$ cat config.mk
export PLATFORM = sky130hd
export DESIGN_NAME = strip_crossing_tile_core
export DESIGN_NICKNAME = d
export VERILOG_FILES = /design/src/sct_pkg.sv /design/src/sct_fifo.sv /design/src/sct_front.sv /design/src/sct_back.sv /design/src/strip_crossing_tile_core.sv
export SDC_FILE = /design/constraint.sdc
export NUM_CORES = 1
export LEC_CHECK = 0
export ABC_CLOCK_PERIOD_IN_PS = 6400
export BUFFER_PORTS_ARGS = -buffer_cell sky130_fd_sc_hd__buf_4
export CORE_ASPECT_RATIO = 0.5
export CORE_UTILIZATION = 50
export CTS_BUF_LIST = sky130_fd_sc_hd__clkbuf_16
export DETAILED_ROUTE_END_ITERATION = 16
export MAX_ROUTING_LAYER = met4
export PLACE_DENSITY = 0.67
export SLEW_MARGIN = 0
export SYNTH_ARGS = -nofsm -noshare
export SYNTH_HDL_FRONTEND = slang
export SYNTH_SLANG_ARGS = --single-unit
export TNS_END_PERCENT = 30
$ cat constraint.sdc
create_clock -name clk -period 6.4 [get_ports clk]
set_input_delay 0.64 -clock clk [delete_from_list [all_inputs] [get_ports clk]]
set_output_delay 0.64 -clock clk [all_outputs]
set_load 0.02 [all_outputs]
$ cat src/sct_pkg.sv
// ---------------------------------------------------------------------------
// Strip crossing tile package
// Shared widths, field types and the queue item layout.
// ---------------------------------------------------------------------------
package sct_pkg;

	localparam int INDEX_BITS_DEF = 8;
	localparam int GRID_BITS_DEF  = 7;
	localparam int LOC_BITS       = 5;
	localparam int REGION_BITS    = 2;
	// largest region difference, and so the extra grid bits a left shift needs
	localparam int GRID_SCALE_BITS = (1 << REGION_BITS) - 1;
	localparam int QUEUE_DEPTH    = 4;

	typedef logic [LOC_BITS-1:0]    loc_t;
	typedef logic [REGION_BITS-1:0] region_t;

	// one axis: ok, multiplied index, coarse index, divisor grid, multiplier grid
	function automatic int axis_width(int index_bits, int grid_bits);
		return 1 + 2 * index_bits + 2 * (grid_bits + GRID_SCALE_BITS);
	endfunction

	// item: location match, then X axis, then Y axis
	function automatic int item_width(int index_bits, int grid_bits);
		return 1 + 2 * axis_width(index_bits, grid_bits);
	endfunction

endpackage

$ cat src/sct_fifo.sv
// ---------------------------------------------------------------------------
// Strip crossing tile queue
// Small first-in first-out queue between the front and back parts.
// ---------------------------------------------------------------------------
module sct_fifo #(
	parameter int WIDTH = 8,
	parameter int DEPTH = 4
) (
	input  logic             clk,
	input  logic             arst_n,
	input  logic             push,
	output logic             full,
	input  logic [WIDTH-1:0] wdata,
	input  logic             pop,
	output logic             empty,
	output logic [WIDTH-1:0] rdata
);
	localparam int AW = (DEPTH > 1) ? $clog2(DEPTH) : 1;
	localparam int CW = $clog2(DEPTH + 1);

	logic [WIDTH-1:0] mem_q [DEPTH];
	logic [AW-1:0]    wptr_q;
	logic [AW-1:0]    rptr_q;
	logic [CW-1:0]    count_q;
	logic             do_push;
	logic             do_pop;

	assign full    = (count_q == CW'(DEPTH));
	assign empty   = (count_q == '0);
	assign do_push = push && !full;
	assign do_pop  = pop && !empty;
	assign rdata   = mem_q[rptr_q];

	always_ff @(posedge clk or negedge arst_n) begin
		if (!arst_n) begin
			wptr_q  <= '0;
			rptr_q  <= '0;
			count_q <= '0;
		end else begin
			if (do_push) begin
				wptr_q <= (wptr_q == AW'(DEPTH - 1)) ? '0 : wptr_q + 1'b1;
			end
			if (do_pop) begin
				rptr_q <= (rptr_q == AW'(DEPTH - 1)) ? '0 : rptr_q + 1'b1;
			end
			if (do_push && !do_pop) begin
				count_q <= count_q + 1'b1;
			end else if (do_pop && !do_push) begin
				count_q <= count_q - 1'b1;
			end
		end
	end

	always_ff @(posedge clk) begin
		if (do_push) begin
			mem_q[wptr_q] <= wdata;
		end
	end

endmodule

$ cat src/sct_front.sv
// ---------------------------------------------------------------------------
// Strip crossing tile front
// Rescale B's grid to A's region and sort each axis into fine and coarse.
// ---------------------------------------------------------------------------
module sct_front #(
	parameter int INDEX_BITS = 8,
	parameter int GRID_BITS  = 7
) (
	input  sct_pkg::loc_t    loc_a,
	input  sct_pkg::region_t region_a,
	input  logic [GRID_BITS-1:0]  grid_x_a,
	input  logic [GRID_BITS-1:0]  grid_y_a,
	input  logic [INDEX_BITS-1:0] index_x_a,
	input  logic [INDEX_BITS-1:0] index_y_a,
	input  sct_pkg::loc_t    loc_b,
	input  sct_pkg::region_t region_b,
	input  logic [GRID_BITS-1:0]  grid_x_b,
	input  logic [GRID_BITS-1:0]  grid_y_b,
	input  logic [INDEX_BITS-1:0] index_x_b,
	input  logic [INDEX_BITS-1:0] index_y_b,
	output logic [sct_pkg::item_width(INDEX_BITS, GRID_BITS)-1:0] item
);
	import sct_pkg::*;

	localparam int OG     = GRID_BITS + GRID_SCALE_BITS;
	localparam int AXIS_W = axis_width(INDEX_BITS, GRID_BITS);

	logic [OG-1:0]       gx_a;
	logic [OG-1:0]       gy_a;
	logic [OG-1:0]       gx_b;
	logic [OG-1:0]       gy_b;
	logic [AXIS_W-1:0]   axis_x;
	logic [AXIS_W-1:0]   axis_y;

	// The finer strip (larger grid) is the divisor; its index gets multiplied.
	function automatic logic [AXIS_W-1:0] classify(
		logic [OG-1:0] ga, logic [OG-1:0] gb,
		logic [INDEX_BITS-1:0] ia, logic [INDEX_BITS-1:0] ib
	);
		if (ga > gb) begin
			return {1'b1, ia, ib, ga, gb};
		end
		return {gb != '0, ib, ia, gb, ga};
	endfunction

	assign gx_a = OG'(grid_x_a);
	assign gy_a = OG'(grid_y_a);

	always_comb begin
		gx_b = OG'(grid_x_b);
		gy_b = OG'(grid_y_b);
		if (region_b > region_a) begin
			gx_b = OG'(grid_x_b) >> (region_b - region_a);
			gy_b = OG'(grid_y_b) >> (region_b - region_a);
		end else if (region_b < region_a) begin
			gx_b = OG'(grid_x_b) << (region_a - region_b);
			gy_b = OG'(grid_y_b) << (region_a - region_b);
		end
	end

	assign axis_x = classify(gx_a, gx_b, index_x_a, index_x_b);
	assign axis_y = classify(gy_a, gy_b, index_y_a, index_y_b);
	assign item   = {loc_a == loc_b, axis_x, axis_y};

endmodule

$ cat src/sct_back.sv
// ---------------------------------------------------------------------------
// Strip crossing tile back
// Check the scaled index window per axis and register the crossing result.
// ---------------------------------------------------------------------------
module sct_back #(
	parameter int INDEX_BITS = 8,
	parameter int GRID_BITS  = 7
) (
	input  logic clk,
	input  logic arst_n,
	input  logic q_empty,
	output logic q_pop,
	input  logic [sct_pkg::item_width(INDEX_BITS, GRID_BITS)-1:0] q_item,
	output logic empty,
	input  logic pop,
	output logic hit_valid,
	output logic [GRID_BITS+sct_pkg::GRID_SCALE_BITS-1:0] cross_grid_x,
	output logic [GRID_BITS+sct_pkg::GRID_SCALE_BITS-1:0] cross_grid_y,
	output logic [INDEX_BITS-1:0] cross_x,
	output logic [INDEX_BITS-1:0] cross_y
);
	import sct_pkg::*;

	localparam int OG     = GRID_BITS + GRID_SCALE_BITS;
	localparam int AXIS_W = axis_width(INDEX_BITS, GRID_BITS);
	localparam int PW     = INDEX_BITS + OG;

	logic                  adv;
	logic                  valid_s1;
	logic                  valid_s2;
	logic                  loc_ok_s1;
	logic [1:0]            ok_s1;
	logic [1:0][PW-1:0]    prod_s1;
	logic [1:0][PW-1:0]    low_s1;
	logic [1:0][OG-1:0]    grid_s1;
	logic [1:0][INDEX_BITS-1:0] idx_s1;
	logic [1:0][AXIS_W-1:0] axis;
	logic [1:0]            hit;
	logic                  res_valid;

	// advance the whole back pipeline when the output register frees up
	assign adv   = !valid_s2 || pop;
	assign q_pop = adv && !q_empty;
	assign empty = !valid_s2;

	assign axis[1] = q_item[2*AXIS_W-1 -: AXIS_W];
	assign axis[0] = q_item[AXIS_W-1:0];

	always_ff @(posedge clk or negedge arst_n) begin
		if (!arst_n) begin
			valid_s1 <= 1'b0;
			valid_s2 <= 1'b0;
		end else if (adv) begin
			valid_s1 <= !q_empty;
			valid_s2 <= valid_s1;
		end
	end

	// stage 1: fine index times coarse grid, and coarse index times fine grid
	always_ff @(posedge clk) begin
		if (q_pop) begin
			loc_ok_s1 <= q_item[2*AXIS_W];
			for (int a = 0; a < 2; a++) begin
				ok_s1[a]   <= axis[a][AXIS_W-1];
				idx_s1[a]  <= axis[a][AXIS_W-2 -: INDEX_BITS];
				grid_s1[a] <= axis[a][2*OG-1 -: OG];
				prod_s1[a] <= PW'(axis[a][AXIS_W-2 -: INDEX_BITS]) * PW'(axis[a][OG-1:0]);
				low_s1[a]  <= PW'(axis[a][AXIS_W-2-INDEX_BITS -: INDEX_BITS])
					* PW'(axis[a][2*OG-1 -: OG]);
			end
		end
	end

	// quotient equals the coarse index when low <= product < low + grid
	always_comb begin
		for (int a = 0; a < 2; a++) begin
			hit[a] = ok_s1[a] && (low_s1[a] <= prod_s1[a])
				&& ({1'b0, prod_s1[a]} < ({1'b0, low_s1[a]} + (PW+1)'(grid_s1[a])));
		end
		res_valid = loc_ok_s1 && hit[1] && hit[0];
	end

	// stage 2: output register, zeroed when the strips do not cross
	always_ff @(posedge clk) begin
		if (adv && valid_s1) begin
			hit_valid    <= res_valid;
			cross_grid_x <= res_valid ? grid_s1[1] : '0;
			cross_grid_y <= res_valid ? grid_s1[0] : '0;
			cross_x      <= res_valid ? idx_s1[1] : '0;
			cross_y      <= res_valid ? idx_s1[0] : '0;
		end
	end

endmodule

$ cat src/strip_crossing_tile_core.sv
// ---------------------------------------------------------------------------
// Strip crossing tile core
// Path: a strip pair goes from the combinational front into the middle queue,
//   then the stage 1 multiply registers, then the output register.
// Throughput: one strip pair per cycle while the output register is popped or empty.
// Reset: arst_n clears all queue pointers and valid flags; no clearing pass.
// ---------------------------------------------------------------------------
module strip_crossing_tile_core #(
	parameter int INDEX_BITS = sct_pkg::INDEX_BITS_DEF,
	parameter int GRID_BITS  = sct_pkg::GRID_BITS_DEF
) (
	input  logic clk,
	input  logic arst_n,
	// input queue side
	input  logic push,
	output logic full,
	input  sct_pkg::loc_t    loc_a,
	input  sct_pkg::region_t region_a,
	input  logic [GRID_BITS-1:0]  grid_x_a,
	input  logic [GRID_BITS-1:0]  grid_y_a,
	input  logic [INDEX_BITS-1:0] index_x_a,
	input  logic [INDEX_BITS-1:0] index_y_a,
	input  sct_pkg::loc_t    loc_b,
	input  sct_pkg::region_t region_b,
	input  logic [GRID_BITS-1:0]  grid_x_b,
	input  logic [GRID_BITS-1:0]  grid_y_b,
	input  logic [INDEX_BITS-1:0] index_x_b,
	input  logic [INDEX_BITS-1:0] index_y_b,
	// result queue side
	output logic empty,
	input  logic pop,
	output logic hit_valid,
	output logic [GRID_BITS+sct_pkg::GRID_SCALE_BITS-1:0] cross_grid_x,
	output logic [GRID_BITS+sct_pkg::GRID_SCALE_BITS-1:0] cross_grid_y,
	output logic [INDEX_BITS-1:0] cross_x,
	output logic [INDEX_BITS-1:0] cross_y
);
	import sct_pkg::*;

	localparam int ITEM_W = item_width(INDEX_BITS, GRID_BITS);

	// classified beat entering and leaving the middle queue
	logic [ITEM_W-1:0] front_item;
	logic [ITEM_W-1:0] back_item;
	logic              mid_empty;
	logic              mid_pop;

	// Front: rescale B to A's region, pick the finer strip per axis.
	// Purely combinational, so a beat is accepted whenever the queue has room.
	sct_front #(
		.INDEX_BITS(INDEX_BITS),
		.GRID_BITS (GRID_BITS)
	) u_front (
		.loc_a    (loc_a),
		.region_a (region_a),
		.grid_x_a (grid_x_a),
		.grid_y_a (grid_y_a),
		.index_x_a(index_x_a),
		.index_y_a(index_y_a),
		.loc_b    (loc_b),
		.region_b (region_b),
		.grid_x_b (grid_x_b),
		.grid_y_b (grid_y_b),
		.index_x_b(index_x_b),
		.index_y_b(index_y_b),
		.item     (front_item)
	);

	// Middle queue: absorb output stalls so the front keeps taking beats.
	sct_fifo #(
		.WIDTH(ITEM_W),
		.DEPTH(QUEUE_DEPTH)
	) u_mid_queue (
		.clk   (clk),
		.arst_n(arst_n),
		.push  (push),
		.full  (full),
		.wdata (front_item),
		.pop   (mid_pop),
		.empty (mid_empty),
		.rdata (back_item)
	);

	// Back: multiply, then check the integer quotient window and hold the
	// result in the output register until it is popped.
	sct_back #(
		.INDEX_BITS(INDEX_BITS),
		.GRID_BITS (GRID_BITS)
	) u_back (
		.clk         (clk),
		.arst_n      (arst_n),
		.q_empty     (mid_empty),
		.q_pop       (mid_pop),
		.q_item      (back_item),
		.empty       (empty),
		.pop         (pop),
		.hit_valid   (hit_valid),
		.cross_grid_x(cross_grid_x),
		.cross_grid_y(cross_grid_y),
		.cross_x     (cross_x),
		.cross_y     (cross_y)
	);

endmodule

==> Word level (Yosys, flattened, before mapping) <==
Memories as Yosys holds them, arrays and structs flattened.
Index checks and enable logic that the tools add are counted.
{ "totals": {"regBits": 157, "ramBits": 300, "input_bits": 78, "mem_count": 1} }
{ "classes": {"n_addsub": 8, "n_mul": 4, "order_cmp": 8, "eq_ne": 4, "n_shift": 4, "mux": 16, "n_reduce_logical": 22} }
{ "memory_table": {"columns": ["name", "words", "word_bits", "rd", "rd_ports_with_merged_regs", "write_ports", "line", "source"], "rows": [
  ["u_mid_queue.mem_q", 4, 75, 1, 0, 1, "sct_fifo.sv:21", "logic [WIDTH-1:0] mem_q [DEPTH];"]
]} }
{ "ops": {"columns": ["op", "count"], "rows": [
  ["$mux 37", 4],
  ["$mul 8x10->18", 4],
  ["$mux 10", 4],
  ["$add 18x10->19", 2],
  ["$lt 18x19->1", 2],
  ["$le 18x18->1", 2],
  ["$gt 7x10->1", 2],
  ["$reduce_bool 10->1", 2],
  ["$shl 7x2->10", 2],
  ["$shr 7x2->10", 2],
  ["$logic_and 1x1->1", 12],
  ["$mux 3", 2],
  ["$eq 5x5->1", 1],
  ["$logic_not 1->1", 5],
  ["$add 2x1->2 const B", 2],
  ["$eq 2x2->1 const B", 2],
  ["$mux 1", 4],
  ["$mux 2", 2],
  ["$sub 2x2->2", 2],
  ["$add 3x1->3 const B", 1],
  ["$eq 3x3->1 const B", 1],
  ["$logic_not 3->1", 1],
  ["$sub 3x1->3 const B", 1],
  ["$gt 2x2->1", 1],
  ["3 further kinds", 3]
]} }

==> Depth between registers and ports, before layout <==
{ "logic_depth": {"depth_word": 7, "mapped_depth": 20} }

==> By module <==
Synthesis repeated with hierarchy kept, for this count alone.
{ "hier_totals": {"hier_cells": 2477, "hier_area_um2": 31480.2} }
{ "modules_own_cells": {"columns": ["mod", "n_inst", "cells_per_inst", "area_per_inst_um2", "seq_area_each_um2"], "rows": [
  ["sct_back", 1, 1764, 17961.0, 4494.3],
  ["sct_fifo", 1, 429, 11289.6, 9183.8],
  ["sct_front", 1, 284, 2229.6, 0.0]
]} }

==> Worst setup path before layout <==
No wires, ideal clock.
{ "synth_path": {"kind": "register to register", "from": "register u_mid_queue.rptr_q[0]", "to": "register u_back.prod_s1[17] (netlist name) (data pin)", "setup_ps": 255, "t_arrival_ps": 5530, "required_ps": 6145, "setup_slack_ps": 614, "path_stages_with_launch": 19, "path_cell_list": "dfrtp_1 -> clkbuf_1 -> buf_2 -> buf_2 -> mux4_2 -> and2_1 -> fa_1 -> fa_1 -> fa_1 -> inv_1 -> fa_1 -> inv_1 -> ha_1 -> or2_2 -> a21oi_1 -> a21oi_1 -> a2111oi_0 -> o21ai_0 -> and3_1"} }
{ "synth_via": {"elab_chain_cells": 2} }
{ "synth_lines": {"columns": ["item", "line", "source"], "rows": [
  ["start: declaration", "sct_fifo.sv:23", "logic [AW-1:0] rptr_q;"],
  ["start signal: assignment", "sct_fifo.sv:44", "rptr_q <= (rptr_q == AW'(DEPTH - 1)) ? '0 : rptr_q + 1'b1;"],
  ["$mem_v2 4x75", null, null],
  ["$mul 8x10->18", "sct_back.sv:67", "prod_s1[a] <= PW'(axis[a][AXIS_W-2 -: INDEX_BITS]) * PW'(axis[a][OG-1:0]);"],
  ["end signal: indexed assignment", "sct_back.sv:67", null],
  ["end: declaration", "sct_back.sv:33", "logic [1:0][PW-1:0] prod_s1;"]
]} }
No other way between the ends.
A chain may end at the register's enable or synchronous reset.

==> Final worst setup path <==
{ "layout_path": {"from": "register u_mid_queue.rptr_q[1]", "to": "register u_back.low_s1[32] (netlist name) (data pin)"} }
{ "layout_via": {"elab_chain_cells": 2} }
{ "layout_lines": {"columns": ["item", "line", "source"], "rows": [
  ["$mem_v2 4x75", null, null],
  ["$mul 8x10->18", "sct_back.sv:69", "* PW'(axis[a][2*OG-1 -: OG]);"],
  ["end signal: indexed assignment", "sct_back.sv:68", "low_s1[a] <= PW'(axis[a][AXIS_W-2-INDEX_BITS -: INDEX_BITS])"],
  ["end: declaration", "sct_back.sv:34", "logic [1:0][PW-1:0] low_s1;"]
]} }
No other way between the ends.

==> run metrics <==
post-DR vias/cell 5.55; WL/cell 20.0 um; Die Wd 359 um; Synth area leaders edfxtp_1 42%, fa_1 12%, ha_1 10%, and2_1 5.6%, mux4_2 5.4%; Yosys warnings 0; GPL Wtd Cong 0.892; Arr. time, crit path 6.20 ns; vias in the first global route 19909; Worst Path Buf+Inv 3; RSZ-0062 raised after global routing false; crit-path cells buf_12 -> mux4_2 -> and2_1 -> fa_1 -> fa_1 -> inv_1 -> fa_1 -> fa_1 -> inv_1 -> ha_1 -> o21a_1 -> a2111oi_0 -> nor3_1 -> a211oi_1 -> or3_1 -> xnor2_1; Ports 117; H-tree depth 2; Post-Syn Area 31900 sq um; outcome finished clean; Critical Path Most Common Cell fa_1; top-count cell post-synth edfxtp_1; DRT antenna net count 0; slowest stage delay, CP 0.93 ns; Setup CP Type reg -> reg; crit share post-route 91.9%; most common library cells after synthesis 448 x edfxtp_1, 369 x inv_1, 287 x and2_1; TritonCTS buffer count 42; Req. time, crit path 6.72 ns; die span in y 181 um; area leader, netlist edfxtp_1; Reg2Reg Capture Point u_back.low_s1[32]; largest buffer count on any clock path 3; Hold Path Cell Cnt 3; Hold Crit Class in -> reg; CTS root buf clkbuf_16; final setup fails 0; TritonCTS clock tree yes; Worst Setup End Kind flip-flop; worst-skew pair later-pin latency 0.60 ns; top cell type's share of synthesized area 42.2%; GRT overflow 0; WHS Endpoint u_back.valid_s2; CP max FO 51; Port-buffer cells 116; max-cap violations 0; Core ar. 63000 sq um; drt first-iter violations 1738; sequential area share after synthesis 42.9%; First-pass DRT Iterations 5; number of synthesized register bits 457; largest net degree at the start of global routing 67; EDFF count, synth 448; Post-synth ARST share 1.97%; post-layout min period 5.88 ns; DP HPWL 54300 um; Initial Util 50.6%; Worst Reg-to-Reg Cells 16; drc violations 0; final wirelength 71300 um; clock sinks 457; maximum clock frequency 170 MHz; clock skew 0.0328 ns; FF-to-FF Start u_mid_queue.rptr_q[1]; Yosys cell types 71; Slowest-stage cell, CP dfrtp_4; final core utilization 56.0%; Main synth FF type edfxtp_1; crit path launch type flip-flop; Area growth, synth to finish 10.6%; Vias 19807; Reg clk slew, reported paths 0.07 ns; GRT Overall Usage 23.0%; layout cell share with drive strength beyond 1 14.4%; Top delay family on crit path adder cells; reg2reg setup slack 0.52 ns; Mean Syn Cell Area 12.5 sq um; Antenna diodes 0; sum of negative setup slack 0 ns; initial antenna violation count 2; max-slew violations 0; Site Rows 65; Worst-Margin Slew 1.21 ns; Layout Nets 3237; first-pass GRT wire length 113000 um; cells after synthesis 2562; source of the worst hold timing path pop; Die ar. 64900 sq um; Final Hold Viols 0; worst rel slew slack 19.0%
-- routing by layer --
metal	global-route usage (%)	vias up	routed length, um
met5	-	-	0
met4	4.62	0	1290
met3	3.61	83	4410
met1	34.8	9874	35500
met2	32.8	520	30100
li1	-	9330	-
-- cells in the final DEF (no fill, tap or decap), drive strengths merged, types with 43 or more instances in the layout --
| cell | count |
|---|---|
| a21oi | 77 |
| inv | 379 |
| and2 | 287 |
| mux2 | 66 |
| buf | 138 |
| nor2 | 70 |
| edfxtp | 448 |
| ha | 265 |
| nand2 | 98 |
| fa | 196 |
| xnor2 | 43 |
| mux4 | 76 |
| a2111oi | 45 |
-- area by class of cell --
type | count | area, sq um
clock buffer | 42 | 1050
sequential | 457 | 13700
fill | 5205 | 27700
multi-input combinational | 1689 | 16700
tap | 837 | 1050
timing repair buffer | 139 | 1100
clock inverter | 33 | 355
inverter | 369 | 1390
-- stage by stage --
| stage | hold slack, ns | setup slack [ns] | instances | instance area [sq um] |
|---|---|---|---|---|
| floorplan | 0.344 | 0.614 | 2585 | 32000 |
| global placement | 0.454 | 0.520 | 3489 | 33900 |
| detailed placement | 0.456 | 0.412 | 3489 | 33900 |
| CTS | 0.358 | 0.395 | 3565 | 35300 |
| global route | 0.389 | 0.120 | 3566 | 35300 |
| finish | 0.381 | 0.521 | 3566 | 35300 |
-- cells by family (layout without fill, tap and decap cells) --
family          Yosys count  count (layout)  synth area share [%]
flops                   457             457                  42.9
compound gates          316             316                  7.45
other cells               1              24                0.0118
simple gates            653             653                  11.3
xor+xnor                 79              79                  2.19
mux                     156             156                  8.13
buf+inv                 439             583                  5.38
fa+ha+maj               461             461                  22.7
-- what timing repair did --
action                                  CTS  global route
endpoints found under the setup margin    0             1
setup buffers                             0             1
hold buffers                              1             0
gates resized for setup                   0             0
endpoints found under the hold margin     9             0
-- worst max path at each step --
stage	start	slack [ns]	to	cells after the start
after floorplan	u_mid_queue.rptr_q[0]	0.61	u_back.prod_s1[17]	18
after global placement	u_mid_queue.rptr_q[0]	0.52	u_back.low_s1[16]	16
after detailed placement	u_mid_queue.rptr_q[0]	0.41	u_back.low_s1[34]	15
after CTS	u_mid_queue.rptr_q[0]	0.39	u_back.low_s1[34]	16
after global routing	u_mid_queue.rptr_q[0]	0.12	u_back.low_s1[16]	16
final	u_mid_queue.rptr_q[1]	0.52	u_back.low_s1[32]	16
-- worst register-to-register path, cell delays in order (launching register included) --
cell and delay [ns]:
dfrtp_4 0.93, buf_12 0.33, mux4_2 0.44, and2_1 0.20, fa_1 0.44, fa_1 0.50, inv_1 0.06, fa_1 0.48
fa_1 0.49, inv_1 0.04, ha_1 0.32, o21a_1 0.18, a2111oi_0 0.12, nor3_1 0.38, a211oi_1 0.15, or3_1 0.43
xnor2_1 0.14
-- state kept, by name, summed over array words and instances, names as in the netlist --
| name | count |
|---|---|
| u_back.cross_y | 8 |
| u_back.valid_s1 | 1 |
| u_back.loc_ok_s1 | 1 |
| u_mid_queue.wptr_q | 2 |
| u_back.ok_s1 | 2 |
| u_back.grid_s1 | 20 |
| u_back.cross_x | 8 |
| u_back.cross_grid_x | 10 |
| u_back.idx_s1 | 16 |
| u_back.valid_s2 | 1 |
| u_mid_queue.mem_q | 300 |
| u_back.prod_s1 | 36 |
| u_back.cross_grid_y | 10 |
| u_back.hit_valid | 1 |
| u_mid_queue.rptr_q | 2 |
| u_back.low_s1 | 36 |
| u_mid_queue.count_q | 3 |
Power is left out: the tool's default activity adds up to more than one toggle a clock period on the data nets, which glitch-free logic cannot reach.
